<file path="src/hdl/cdtc_pkg.sv">
// shared types, constants and keyword tables for the token checker
package cdtc_pkg;

    localparam int unsigned NUM_KW    = 5;
    localparam int unsigned LEN_W     = 7;
    localparam int unsigned VAL_W     = 17;
    localparam logic [6:0]  LEN_SAT   = 7'd127;
    localparam logic [16:0] VAL_SAT   = 17'h1FFFF;
    localparam logic [16:0] NUM_MAX   = 17'd65535;
    localparam logic [6:0]  NUM_LEN_MAX = 7'd31;
    localparam logic [6:0]  NAME_LEN_LIMIT = 7'd63;

    // keyword slots in the word flags
    localparam int unsigned KW_COLON = 0;
    localparam int unsigned KW_SEMI  = 1;
    localparam int unsigned KW_IF    = 2;
    localparam int unsigned KW_ELSE  = 3;
    localparam int unsigned KW_THEN  = 4;

    // level mark bits
    localparam int unsigned MARK_ELSE = 0;
    localparam int unsigned MARK_TERM = 1;

    typedef enum logic [2:0] {
        KIND_COLON   = 3'd0,
        KIND_NAME    = 3'd1,
        KIND_NUMBER  = 3'd2,
        KIND_SEMI    = 3'd3,
        KIND_IF      = 3'd4,
        KIND_ELSE    = 3'd5,
        KIND_THEN    = 3'd6,
        KIND_VERDICT = 3'd7
    } kind_t;

    typedef enum logic [2:0] {
        ACT_NONE,
        ACT_DEFNAME,
        ACT_COLON,
        ACT_SEMI,
        ACT_IF,
        ACT_ELSE,
        ACT_THEN,
        ACT_TERM
    } act_t;

    typedef struct packed {
        logic                active;
        logic [31:0]         start;
        logic [LEN_W-1:0]    len;
        logic                sign;
        logic                minus;
        logic                digits;
        logic                namech;
        logic                namestart;
        logic [NUM_KW-1:0]   kw;
        logic [VAL_W-1:0]    value;
    } word_t;

    typedef struct packed {
        logic [2:0]  kind;
        logic [31:0] pos;
        logic [5:0]  len;
        logic [15:0] num;
        logic        ok;
        logic        last;
    } tok_t;

    function automatic logic [7:0] kw_char(input logic [2:0] k, input logic [1:0] i);
        logic [7:0] c;
        c = 8'h00;
        case (k)
            3'd0: c = (i == 2'd0) ? 8'h3A : 8'h00;
            3'd1: c = (i == 2'd0) ? 8'h3B : 8'h00;
            3'd2:
            begin
                case (i)
                    2'd0: c = 8'h49;
                    2'd1: c = 8'h46;
                    default: c = 8'h00;
                endcase
            end
            3'd3:
            begin
                case (i)
                    2'd0: c = 8'h45;
                    2'd1: c = 8'h4C;
                    2'd2: c = 8'h53;
                    default: c = 8'h45;
                endcase
            end
            3'd4:
            begin
                case (i)
                    2'd0: c = 8'h54;
                    2'd1: c = 8'h48;
                    2'd2: c = 8'h45;
                    default: c = 8'h4E;
                endcase
            end
            default: c = 8'h00;
        endcase
        return c;
    endfunction

    function automatic logic [2:0] kw_len(input logic [2:0] k);
        logic [2:0] n;
        case (k)
            3'd0: n = 3'd1;
            3'd1: n = 3'd1;
            3'd2: n = 3'd2;
            3'd3: n = 3'd4;
            3'd4: n = 3'd4;
            default: n = 3'd0;
        endcase
        return n;
    endfunction

    function automatic logic is_space(input logic [7:0] c);
        return (c == 8'h20) || (c >= 8'h09 && c <= 8'h0D);
    endfunction

    function automatic logic is_digit(input logic [7:0] c);
        return c >= 8'h30 && c <= 8'h39;
    endfunction

    function automatic logic is_nstart(input logic [7:0] c);
        return (c >= 8'h41 && c <= 8'h5A) || (c >= 8'h61 && c <= 8'h7A) ||
               c == 8'h5F || c == 8'h2D;
    endfunction

endpackage

</file>
<file path="src/hdl/cdtc_if.sv">
// valid/ready channel interfaces for source bytes and token words
interface cdtc_in_if;
    logic       valid;
    logic       ready;
    logic [7:0] src_byte;
    logic       end_of_source;

    modport source (output valid, output src_byte, output end_of_source, input ready);
    modport sink   (input valid, input src_byte, input end_of_source, output ready);
endinterface

interface cdtc_out_if;
    logic        valid;
    logic        ready;
    logic [2:0]  token_kind;
    logic [31:0] token_offset;
    logic [5:0]  token_len;
    logic [15:0] number_value;
    logic        verdict_ok;
    logic        last_result;

    modport source (output valid, output token_kind, output token_offset, output token_len,
                    output number_value, output verdict_ok, output last_result,
                    input ready);
    modport sink   (input valid, input token_kind, input token_offset, input token_len,
                    input number_value, input verdict_ok, input last_result,
                    output ready);
endinterface

</file>
<file path="src/hdl/colon_definition_token_checker_core.sv">
// top level: definition and nesting checker around the level mark ram
//
//  channel  | dir | words                      | payload
//  src_ch   | in  | one source byte            | src_byte, end_of_source
//  tok_ch   | out | token or verdict record    | kind, pos, len, value, ok, last
//
// one byte is taken every cycle while the result queue has room for two words.
// the level marks below the innermost if live in a ram prefetched at depth-1 by a
// registered read; the innermost mark sits in a register, a same-entry write is forwarded.
// the final byte yields up to two words (token, verdict) and returns all state to reset.
// reset needs no clearing pass: every mark read was first written by a push.
module colon_definition_token_checker_core #(
    parameter int unsigned STACK_DEPTH = 1024,
    parameter int unsigned MAX_TOKENS  = 256,
    parameter int unsigned MAX_NAME    = 63
) (
    input  logic        clk,
    input  logic        rst_n,
    cdtc_in_if.sink     src_ch,
    cdtc_out_if.source  tok_ch
);

    localparam int unsigned AW = $clog2(STACK_DEPTH + 1);
    localparam int unsigned TW = $clog2(MAX_TOKENS + 1);

    logic acc;
    logic room;
    logic fin;
    cdtc_pkg::word_t wd;

    logic          failed_reg, failed_next;
    logic          inside_reg, inside_next;
    logic          expect_reg, expect_next;
    logic [AW-1:0] depth_reg, depth_next;
    logic [1:0]    top_reg, top_next;
    logic [TW-1:0] tokens_reg, tokens_next;
    logic          fwd_hit_reg;
    logic [1:0]    fwd_data_reg;

    logic [1:0]    ram_rdata;
    logic [1:0]    below;
    logic          we;
    logic [AW-1:0] raddr;

    cdtc_pkg::act_t  act;
    cdtc_pkg::kind_t kind;
    logic [6:0]      elen;
    logic            rule_fail;
    logic            emit_fail;
    logic            do_act;
    logic [4:0]      kw_hit;
    logic            numeric;
    logic            num_ok;
    logic            vdt_ok;
    cdtc_pkg::tok_t  tok;
    cdtc_pkg::tok_t  vdt;

    assign acc = src_ch.valid && src_ch.ready;
    assign src_ch.ready = room;

    cdtc_lexer u_lexer (
        .clk      (clk),
        .rst_n    (rst_n),
        .accept   (acc),
        .src_byte (src_ch.src_byte),
        .last     (src_ch.end_of_source),
        .fin      (fin),
        .fin_word (wd)
    );

    always_comb
    begin
        below = fwd_hit_reg ? fwd_data_reg : ram_rdata;
        for (int k = 0; k < cdtc_pkg::NUM_KW; k++)
        begin
            kw_hit[k] = wd.kw[k] && (wd.len == {4'd0, cdtc_pkg::kw_len(3'(k))});
        end
        numeric = wd.digits && !(wd.len == 7'd1 && wd.sign);
        num_ok  = numeric && wd.len <= cdtc_pkg::NUM_LEN_MAX && wd.value <= cdtc_pkg::NUM_MAX &&
                  (!wd.minus || wd.value == '0);

        act = cdtc_pkg::ACT_NONE;
        kind = cdtc_pkg::KIND_NAME;
        elen = wd.len;
        rule_fail = 1'b0;
        if (expect_reg)
        begin
            if (!(wd.namestart && wd.namech)) rule_fail = 1'b1;
            else act = cdtc_pkg::ACT_DEFNAME;
        end
        else if (kw_hit[cdtc_pkg::KW_COLON])
        begin
            kind = cdtc_pkg::KIND_COLON;
            if (inside_reg) rule_fail = 1'b1;
            else act = cdtc_pkg::ACT_COLON;
        end
        else if (!inside_reg || 32'(depth_reg) > STACK_DEPTH)
        begin
            rule_fail = 1'b1;
        end
        else if (kw_hit[cdtc_pkg::KW_SEMI])
        begin
            kind = cdtc_pkg::KIND_SEMI;
            if (depth_reg != '0) rule_fail = 1'b1;
            else act = cdtc_pkg::ACT_SEMI;
        end
        else if (kw_hit[cdtc_pkg::KW_IF])
        begin
            kind = cdtc_pkg::KIND_IF;
            if (32'(depth_reg) >= STACK_DEPTH) rule_fail = 1'b1;
            else act = cdtc_pkg::ACT_IF;
        end
        else if (kw_hit[cdtc_pkg::KW_ELSE])
        begin
            kind = cdtc_pkg::KIND_ELSE;
            if (depth_reg == '0 || top_reg[cdtc_pkg::MARK_ELSE] ||
                !top_reg[cdtc_pkg::MARK_TERM]) rule_fail = 1'b1;
            else act = cdtc_pkg::ACT_ELSE;
        end
        else if (kw_hit[cdtc_pkg::KW_THEN])
        begin
            kind = cdtc_pkg::KIND_THEN;
            if (depth_reg == '0 || !top_reg[cdtc_pkg::MARK_TERM]) rule_fail = 1'b1;
            else act = cdtc_pkg::ACT_THEN;
        end
        else if (num_ok)
        begin
            kind = cdtc_pkg::KIND_NUMBER;
            elen = '0;
            act  = cdtc_pkg::ACT_TERM;
        end
        else if (numeric || wd.len > cdtc_pkg::NAME_LEN_LIMIT || !wd.namech)
        begin
            rule_fail = 1'b1;
        end
        else
        begin
            act = cdtc_pkg::ACT_TERM;
        end

        emit_fail = tokens_reg >= TW'(MAX_TOKENS) ||
                    (kind != cdtc_pkg::KIND_NUMBER && 32'(elen) > MAX_NAME);
        do_act = fin && !failed_reg && act != cdtc_pkg::ACT_NONE && !emit_fail;

        failed_next = failed_reg;
        inside_next = inside_reg;
        expect_next = expect_reg;
        depth_next  = depth_reg;
        top_next    = top_reg;
        tokens_next = tokens_reg;
        we          = 1'b0;
        if (acc)
        begin
            if (fin && !failed_reg && (rule_fail || (act != cdtc_pkg::ACT_NONE && emit_fail)))
            begin
                failed_next = 1'b1;
            end
            if (do_act)
            begin
                tokens_next = tokens_reg + TW'(1);
                case (act)
                    cdtc_pkg::ACT_DEFNAME:
                    begin
                        expect_next = 1'b0;
                        inside_next = 1'b1;
                        depth_next  = '0;
                    end
                    cdtc_pkg::ACT_COLON: expect_next = 1'b1;
                    cdtc_pkg::ACT_SEMI:  inside_next = 1'b0;
                    cdtc_pkg::ACT_IF:
                    begin
                        we         = 1'b1;
                        depth_next = depth_reg + AW'(1);
                        top_next   = 2'b00;
                    end
                    cdtc_pkg::ACT_ELSE: top_next = 2'b01;
                    cdtc_pkg::ACT_THEN:
                    begin
                        depth_next = depth_reg - AW'(1);
                        top_next   = (depth_reg != AW'(1)) ? (below | 2'b10) : 2'b00;
                    end
                    cdtc_pkg::ACT_TERM: top_next = top_reg | 2'b10;
                    default: top_next = top_reg;
                endcase
            end
        end

        vdt_ok = !failed_next && !inside_next && !expect_next && depth_next == '0;
        if (acc && src_ch.end_of_source)
        begin
            failed_next = 1'b0;
            inside_next = 1'b0;
            expect_next = 1'b0;
            depth_next  = '0;
            top_next    = 2'b00;
            tokens_next = '0;
        end

        // prefetch the mark one level below the next depth
        raddr = (depth_next == '0) ? '0 : depth_next - AW'(1);

        tok.kind = kind;
        tok.pos  = wd.start;
        tok.len  = elen[5:0];
        tok.num  = (kind == cdtc_pkg::KIND_NUMBER) ? wd.value[15:0] : 16'd0;
        tok.ok   = 1'b0;
        tok.last = 1'b0;

        vdt.kind = cdtc_pkg::KIND_VERDICT;
        vdt.pos  = '0;
        vdt.len  = '0;
        vdt.num  = '0;
        vdt.ok   = vdt_ok;
        vdt.last = 1'b1;
    end

    cdtc_ram #(
        .WIDTH (2),
        .DEPTH (STACK_DEPTH + 1)
    ) u_marks (
        .clk   (clk),
        .we    (we),
        .waddr (depth_reg),
        .wdata (top_reg),
        .raddr (raddr),
        .rdata (ram_rdata)
    );

    cdtc_outq u_outq (
        .clk      (clk),
        .rst_n    (rst_n),
        .push_tok (acc && do_act),
        .tok      (tok),
        .push_vdt (acc && src_ch.end_of_source),
        .vdt      (vdt),
        .room     (room),
        .tok_ch   (tok_ch)
    );

    always_ff @(posedge clk or negedge rst_n)
    begin
        if (!rst_n)
        begin
            failed_reg  <= 1'b0;
            inside_reg  <= 1'b0;
            expect_reg  <= 1'b0;
            depth_reg   <= '0;
            top_reg     <= 2'b00;
            tokens_reg  <= '0;
            fwd_hit_reg <= 1'b0;
        end
        else
        begin
            failed_reg  <= failed_next;
            inside_reg  <= inside_next;
            expect_reg  <= expect_next;
            depth_reg   <= depth_next;
            top_reg     <= top_next;
            tokens_reg  <= tokens_next;
            fwd_hit_reg <= we && (depth_reg == raddr);
        end
    end

    always_ff @(posedge clk)
    begin
        fwd_data_reg <= top_reg;
    end

`ifndef NO_ASSERTIONS
    a_depth_bound: assert property (@(posedge clk) disable iff (!rst_n)
        32'(depth_reg) <= STACK_DEPTH)
        else $error("nesting depth beyond stack");

    a_end_clears: assert property (@(posedge clk) disable iff (!rst_n)
        acc && src_ch.end_of_source |=> depth_reg == '0 && !failed_reg && !inside_reg)
        else $error("state not cleared after final byte");

    a_mode_excl: assert property (@(posedge clk) disable iff (!rst_n)
        !(inside_reg && expect_reg))
        else $error("pending name inside a definition");
`endif

endmodule

</file>
<file path="src/hdl/cdtc_ram.sv">
// generic single-write, single-read ram with registered read (read-old on collision)
module cdtc_ram #(
    parameter int unsigned WIDTH = 2,
    parameter int unsigned DEPTH = 1025
) (
    input  logic                     clk,
    input  logic                     we,
    input  logic [$clog2(DEPTH)-1:0] waddr,
    input  logic [WIDTH-1:0]         wdata,
    input  logic [$clog2(DEPTH)-1:0] raddr,
    output logic [WIDTH-1:0]         rdata
);

    logic [WIDTH-1:0] mem [DEPTH];

    always_ff @(posedge clk)
    begin
        if (we)
        begin
            mem[waddr] <= wdata;
        end
        rdata <= mem[raddr];
    end

endmodule

</file>
<file path="src/hdl/cdtc_lexer.sv">
// word accumulator: splits bytes on whitespace and tracks class flags and value
module cdtc_lexer (
    input  logic                clk,
    input  logic                rst_n,
    input  logic                accept,
    input  logic [7:0]          src_byte,
    input  logic                last,
    output logic                fin,
    output cdtc_pkg::word_t     fin_word
);

    cdtc_pkg::word_t word_reg, word_next, add_w;
    logic [31:0] pos_reg, pos_next;
    logic        sp;
    logic        dig;
    logic        nch;
    logic [20:0] prod;
    logic [1:0]  idx;

    always_comb
    begin
        sp   = cdtc_pkg::is_space(src_byte);
        dig  = cdtc_pkg::is_digit(src_byte);
        nch  = cdtc_pkg::is_nstart(src_byte) || dig;
        add_w = word_reg;
        if (!word_reg.active)
        begin
            add_w.active    = 1'b1;
            add_w.start     = pos_reg;
            add_w.len       = '0;
            add_w.value     = '0;
            add_w.sign      = (src_byte == 8'h2B) || (src_byte == 8'h2D);
            add_w.minus     = (src_byte == 8'h2D);
            add_w.digits    = add_w.sign || dig;
            add_w.namestart = cdtc_pkg::is_nstart(src_byte);
            add_w.namech    = nch;
            add_w.kw        = '1;
        end
        else
        begin
            add_w.digits = word_reg.digits && dig;
            add_w.namech = word_reg.namech && nch;
        end
        // only the first four bytes can still match a keyword
        idx = add_w.len[1:0];
        for (int k = 0; k < cdtc_pkg::NUM_KW; k++)
        begin
            if (add_w.len >= {4'd0, cdtc_pkg::kw_len(3'(k))} ||
                src_byte != cdtc_pkg::kw_char(3'(k), idx))
            begin
                add_w.kw[k] = 1'b0;
            end
        end
        prod = 21'(add_w.value) * 21'd10 + 21'(src_byte - 8'h30);
        if (dig)
        begin
            add_w.value = (prod > 21'(cdtc_pkg::VAL_SAT)) ? cdtc_pkg::VAL_SAT : prod[16:0];
        end
        if (add_w.len < cdtc_pkg::LEN_SAT)
        begin
            add_w.len = add_w.len + 7'd1;
        end

        fin      = sp ? word_reg.active : last;
        fin_word = sp ? word_reg : add_w;

        word_next = word_reg;
        pos_next  = pos_reg;
        if (accept)
        begin
            pos_next = pos_reg + 32'd1;
            if (sp)
            begin
                word_next.active = 1'b0;
            end
            else
            begin
                word_next = add_w;
            end
            if (last)
            begin
                word_next = '0;
                pos_next  = '0;
            end
        end
    end

    always_ff @(posedge clk or negedge rst_n)
    begin
        if (!rst_n)
        begin
            word_reg <= '0;
            pos_reg  <= '0;
        end
        else
        begin
            word_reg <= word_next;
            pos_reg  <= pos_next;
        end
    end

endmodule

</file>
<file path="src/hdl/cdtc_outq.sv">
// four-word result queue taking up to two words per cycle
module cdtc_outq (
    input  logic            clk,
    input  logic            rst_n,
    input  logic            push_tok,
    input  cdtc_pkg::tok_t  tok,
    input  logic            push_vdt,
    input  cdtc_pkg::tok_t  vdt,
    output logic            room,
    cdtc_out_if.source      tok_ch
);

    cdtc_pkg::tok_t q_reg [4];
    logic [1:0] wptr_reg, wptr_next;
    logic [1:0] rptr_reg, rptr_next;
    logic [2:0] count_reg, count_next;
    logic       pop;
    logic [1:0] n_push;
    cdtc_pkg::tok_t first;
    cdtc_pkg::tok_t head;

    always_comb
    begin
        head  = q_reg[rptr_reg];
        pop   = tok_ch.valid && tok_ch.ready;
        n_push = {1'b0, push_tok} + {1'b0, push_vdt};
        first = push_tok ? tok : vdt;
        wptr_next  = wptr_reg + n_push;
        rptr_next  = rptr_reg + {1'b0, pop};
        count_next = count_reg + {1'b0, n_push} - {2'b0, pop};
        room = count_reg <= 3'd2;
    end

    assign tok_ch.valid        = count_reg != 3'd0;
    assign tok_ch.token_kind   = head.kind;
    assign tok_ch.token_offset = head.pos;
    assign tok_ch.token_len    = head.len;
    assign tok_ch.number_value = head.num;
    assign tok_ch.verdict_ok   = head.ok;
    assign tok_ch.last_result  = head.last;

    always_ff @(posedge clk)
    begin
        if (n_push != 2'd0)
        begin
            q_reg[wptr_reg] <= first;
        end
        if (n_push == 2'd2)
        begin
            q_reg[wptr_reg + 2'd1] <= vdt;
        end
    end

    always_ff @(posedge clk or negedge rst_n)
    begin
        if (!rst_n)
        begin
            wptr_reg  <= '0;
            rptr_reg  <= '0;
            count_reg <= '0;
        end
        else
        begin
            wptr_reg  <= wptr_next;
            rptr_reg  <= rptr_next;
            count_reg <= count_next;
        end
    end

endmodule
</file>
<file path="src/flat_wrapper.sv">
// flat-port wrapper written by rule: the top's interface ports become plain ports
module colon_definition_token_checker_core_flat 
#(
    parameter int unsigned STACK_DEPTH = 1024,
    parameter int unsigned MAX_TOKENS  = 256,
    parameter int unsigned MAX_NAME    = 63
)
  (clk, rst_n, src_ch_valid, src_ch_src_byte, src_ch_end_of_source, src_ch_ready, tok_ch_valid, tok_ch_token_kind, tok_ch_token_offset, tok_ch_token_len, tok_ch_number_value, tok_ch_verdict_ok, tok_ch_last_result, tok_ch_ready);
  cdtc_in_if src_ch_i ();
  cdtc_out_if tok_ch_i ();
  input  logic clk;
  input  logic rst_n;
  input wire logic [$bits(src_ch_i.valid)-1:0] src_ch_valid;
  input wire logic [$bits(src_ch_i.src_byte)-1:0] src_ch_src_byte;
  input wire logic [$bits(src_ch_i.end_of_source)-1:0] src_ch_end_of_source;
  output wire logic [$bits(src_ch_i.ready)-1:0] src_ch_ready;
  output wire logic [$bits(tok_ch_i.valid)-1:0] tok_ch_valid;
  output wire logic [$bits(tok_ch_i.token_kind)-1:0] tok_ch_token_kind;
  output wire logic [$bits(tok_ch_i.token_offset)-1:0] tok_ch_token_offset;
  output wire logic [$bits(tok_ch_i.token_len)-1:0] tok_ch_token_len;
  output wire logic [$bits(tok_ch_i.number_value)-1:0] tok_ch_number_value;
  output wire logic [$bits(tok_ch_i.verdict_ok)-1:0] tok_ch_verdict_ok;
  output wire logic [$bits(tok_ch_i.last_result)-1:0] tok_ch_last_result;
  input wire logic [$bits(tok_ch_i.ready)-1:0] tok_ch_ready;
  assign src_ch_i.valid = src_ch_valid;
  assign src_ch_i.src_byte = src_ch_src_byte;
  assign src_ch_i.end_of_source = src_ch_end_of_source;
  assign src_ch_ready = src_ch_i.ready;
  assign tok_ch_valid = tok_ch_i.valid;
  assign tok_ch_token_kind = tok_ch_i.token_kind;
  assign tok_ch_token_offset = tok_ch_i.token_offset;
  assign tok_ch_token_len = tok_ch_i.token_len;
  assign tok_ch_number_value = tok_ch_i.number_value;
  assign tok_ch_verdict_ok = tok_ch_i.verdict_ok;
  assign tok_ch_last_result = tok_ch_i.last_result;
  assign tok_ch_i.ready = tok_ch_ready;
  colon_definition_token_checker_core #(.STACK_DEPTH(STACK_DEPTH), .MAX_TOKENS(MAX_TOKENS), .MAX_NAME(MAX_NAME)) u_core (.clk(clk), .rst_n(rst_n), .src_ch(src_ch_i), .tok_ch(tok_ch_i));
endmodule
</file>
<file path="config.mk">
export PLATFORM = sky130hd
export DESIGN_NAME = colon_definition_token_checker_core_flat
export DESIGN_NICKNAME = d
export VERILOG_FILES = /design/src/hdl/cdtc_pkg.sv /design/src/hdl/cdtc_if.sv /design/src/hdl/colon_definition_token_checker_core.sv /design/src/hdl/cdtc_ram.sv /design/src/hdl/cdtc_lexer.sv /design/src/hdl/cdtc_outq.sv /design/src/flat_wrapper.sv
export SDC_FILE = /design/constraint.sdc
export NUM_CORES = 2
export LEC_CHECK = 0
export BUFFER_PORTS_ARGS = -buffer_cell sky130_fd_sc_hd__buf_2
export CORE_ASPECT_RATIO = 1.4
export CORE_MARGIN = 2
export CORE_UTILIZATION = 64
export CTS_BUF_LIST = sky130_fd_sc_hd__clkbuf_4 sky130_fd_sc_hd__clkbuf_8 sky130_fd_sc_hd__clkbuf_16
export DETAILED_ROUTE_END_ITERATION = 8
export PLACE_DENSITY = 0.81
export SETUP_SLACK_MARGIN = 0.05
export SYNTH_ARGS = -nofsm -noshare
export SYNTH_HDL_FRONTEND = slang
export SYNTH_SLANG_ARGS = --single-unit
export TNS_END_PERCENT = 5
</file>
<file path="constraint.sdc">
create_clock -name clk -period 25 [get_ports clk]
set_input_delay 2.5 -clock clk [delete_from_list [all_inputs] [get_ports clk]]
set_output_delay 2.5 -clock clk [all_outputs]
set_load 0.05 [all_outputs]
</file>
==> flow_summary.toml <==
[yosys]
synthFlopType = "edfxtp_1"
ys_ff_latch = 1395
avgSynthCellArea_um2 = 10.7
yosysWarnings = 0
syn_area_mm2 = 0.0656
synth_cells = 6131
synth_cell_types = 108
synthArstFlopShare_pct = 9.46
ys_seq_area_share_pct = 59.3
syn_nets = 6213
synth_edf_count = 1029

[layout]
layout_commonest_cell = "nor2_1"
drive_above_1_share_pct = 10.9
area_delta_synth_final_pct = 8.26
instances_no_fill = 7335
nNetsFinal = 5969
fillCellCount = 7165
finish.utilization_pct = 69.6
largest_register_ffs = 1025
final_area_mm2 = 0.0710
final_cell_mix = "nor2_1, edfxtp_1, nand2_1"

[sta]
period_share_pct = 57.2
max_freq_mhz = 70.0
max_slew_margin_pct = 1.75
final.min_clock_period_ps = 14290
rsz0062_at_grt = "false"
tns_ps = 0
worstMarginPinSlew_ps = 1440
drv_slew = 0
skew_ps = 24.8
hold_slack_ps = 451
hold_violations = 0
setup_viol = 0

[setup_path]
cp.required_ps = 25730
crit_type = "reg2reg"
critPathLaunchType = "register"
worst_path_most_repeated_cell = "a21oi_1"
arrival_ps = 15020
cpPeakStageDelay_ps = 1160
path_max_fanout = 69
endpoint_kind = "register"
cp_slowest_cell = "nor3_2"

[cts]
clk_pin_slew_ps = 60
root_buffer = "clkbuf_16"
cts_buffers = 131
post_cts_buffers = 0
holdBufCountCts = 0
insertion_delay_ps = 800
cts_tree = "done"
htree_levels = 4
cts_resized = 0
cts_buffer_depth = 3
clock-sinks = 1395

[die]
die_h_um = 383
start_util_pct = 64.3
die_w_um = 275
fp.coreArea_mm2 = 0.102
ios = 74
dieArea_mm2 = 0.105
row_count = 139

[place]
hpwl_um = 115000
place_area_mm2 = 0.0666
gp_congestion = 0.983
dp_cells = 7093
io_buffers = 73

[global_routing]
grt_pass1_wl_um = 303000
overflow = 0
track_usage_pct = 38.7
grt_max_degree = 254
antenna_found_initial = 8
first_global_vias = 50300

[power]
p_per_area_mw_per_mm2 = 72.3
p_leak_uw = 0.0262
vdd_drop_max_mv = 0.0966

[route]
wl_per_cell_um = 28.0
firstDrtPassIters = 8
routed_wl_um = 205000
ant_nets = 0
drc = 0
dr_total_vias = 51800
viasPerCell = 7.06
initialDrtViolationCount = 7889

[flow_run]
drv_cap = 1

[status]
failed_checks = "max-capacitance violations"
status = "finished with violations"

[worst_hold_path]
hp-class = "reg2reg"
[metrics by stage]
step / worst slack (ps) / power, uW
3_3_place_gp: 11070 / 3120
5_1_grt: 10000 / 5250
4_1_cts: 11300 / 5120
2_1_floorplan: 7180 / 2960
6_report: 10710 / 5130
3_5_place_dp: 10820 / 3120
[worst max-delay path, delay by kind of cell (launching register included)]
family	cells	cell delay, ps
flip-flops	1	350
AO/OA/AOI/OAI	27	6500
buffers and inverters	7	2990
adder cells (fa/ha/maj)	3	760
AND/OR/NAND/NOR	7	3140
XOR/XNOR	2	370
[report_power, final]
group | leakage [uW] | total (uW) | switching (uW) | internal [uW]
Combinational | 0.00831 | 560 | 390 | 170
Sequential | 0.0157 | 2530 | 39.8 | 2490
Clock | 0.00222 | 2050 | 898 | 1150
[cells in the mapped netlist (all sizes together), types with 17 or more instances]
master,count,area [um^2]
nor3,86,430
nand4,37,231
and3,56,350
o211ai,58,435
nand2,679,2550
clkbuf,436,1640
mux4,85,1910
o31ai,17,133
edfxtp,1029,30900
o22ai,103,657
a21o,21,158
a311oi,47,412
nor4,41,263
dfxtp,234,4680
nor2,1316,4940
xnor2,55,489
o311ai,41,359
mux2,46,518
o21ai,201,1020
xor2,45,394
a211oi,49,368
nand3,183,916
inv,61,229
o221ai,50,438
a22o,208,1820
dfrtp,132,3300
and2,28,175
buf,118,603
a21oi,187,947
a2bb2oi,19,166
mux2i,35,350
a31oi,79,507
nand2b,18,113
ha,67,838
[metal layers]
metal | vias to the layer above | GRT usage [%] | part of all wire, %
met5 | - | 0 | 0.017
li1 | 21900 | - | -
met3 | 1091 | 9.78 | 12
met2 | 3834 | 60.5 | 46
met4 | 6 | 29.4 | 8.8
met1 | 25000 | 46.0 | 32
[cell families after synthesis]
kind of cell	Yosys count	synth area share [%]
AND/OR/NAND/NOR	2528	16.2
flip-flops	1395	59.3
other	1	0.00572
XOR/XNOR	100	1.35
AO/OA/AOI/OAI	1254	13.8
buffers and inverters	618	3.78
multiplexers	166	4.24
adder cells (fa/ha/maj)	69	1.34
[final cells by class]
class | instances | area, um^2 | share of cell area (%)
Clock buffer | 176 | 3770 | 5.30
Sequential cell | 1395 | 38900 | 54.8
Antenna cell | 3 | 7.51 | 0.0106
Inverter | 64 | 248 | 0.349
Clock inverter | 63 | 649 | 0.914
Tap cell | 1339 | 1680 | 2.36
Multi-Input combinational cell | 4118 | 24600 | 34.6
Timing Repair Buffer | 177 | 1200 | 1.69
[worst paths after layout]
| kind | start | end | slack [ps] | depth (start not counted) |
|---|---|---|---|---|
| max reg2reg | u_core.u_lexer.word_reg[66]$_DFFE_PN0P_ | u_core.u_marks.rdata[0]$_DFF_P_ | 10710 | 46 |
| max | u_core.u_lexer.word_reg[66]$_DFFE_PN0P_ | u_core.u_marks.rdata[0]$_DFF_P_ | 10710 | 46 |
| max in group asynchronous | rst_n | u_core.u_outq.rptr_reg[0]$_DFF_PN0_ | 21870 | 2 |
| min reg2reg | u_core.u_outq.q_reg[2][4]$_SDFFE_PP0P_ | u_core.u_outq.q_reg[2][4]$_SDFFE_PP0P_ | 450 | 2 |
| min in group asynchronous | rst_n | u_core.u_lexer.word_reg[32]$_DFFE_PN0P_ | 1750 | 1 |
| min | u_core.u_outq.q_reg[2][4]$_SDFFE_PP0P_ | u_core.u_outq.q_reg[2][4]$_SDFFE_PP0P_ | 450 | 2 |
Note: power is estimated with default switching activity, not from simulation.
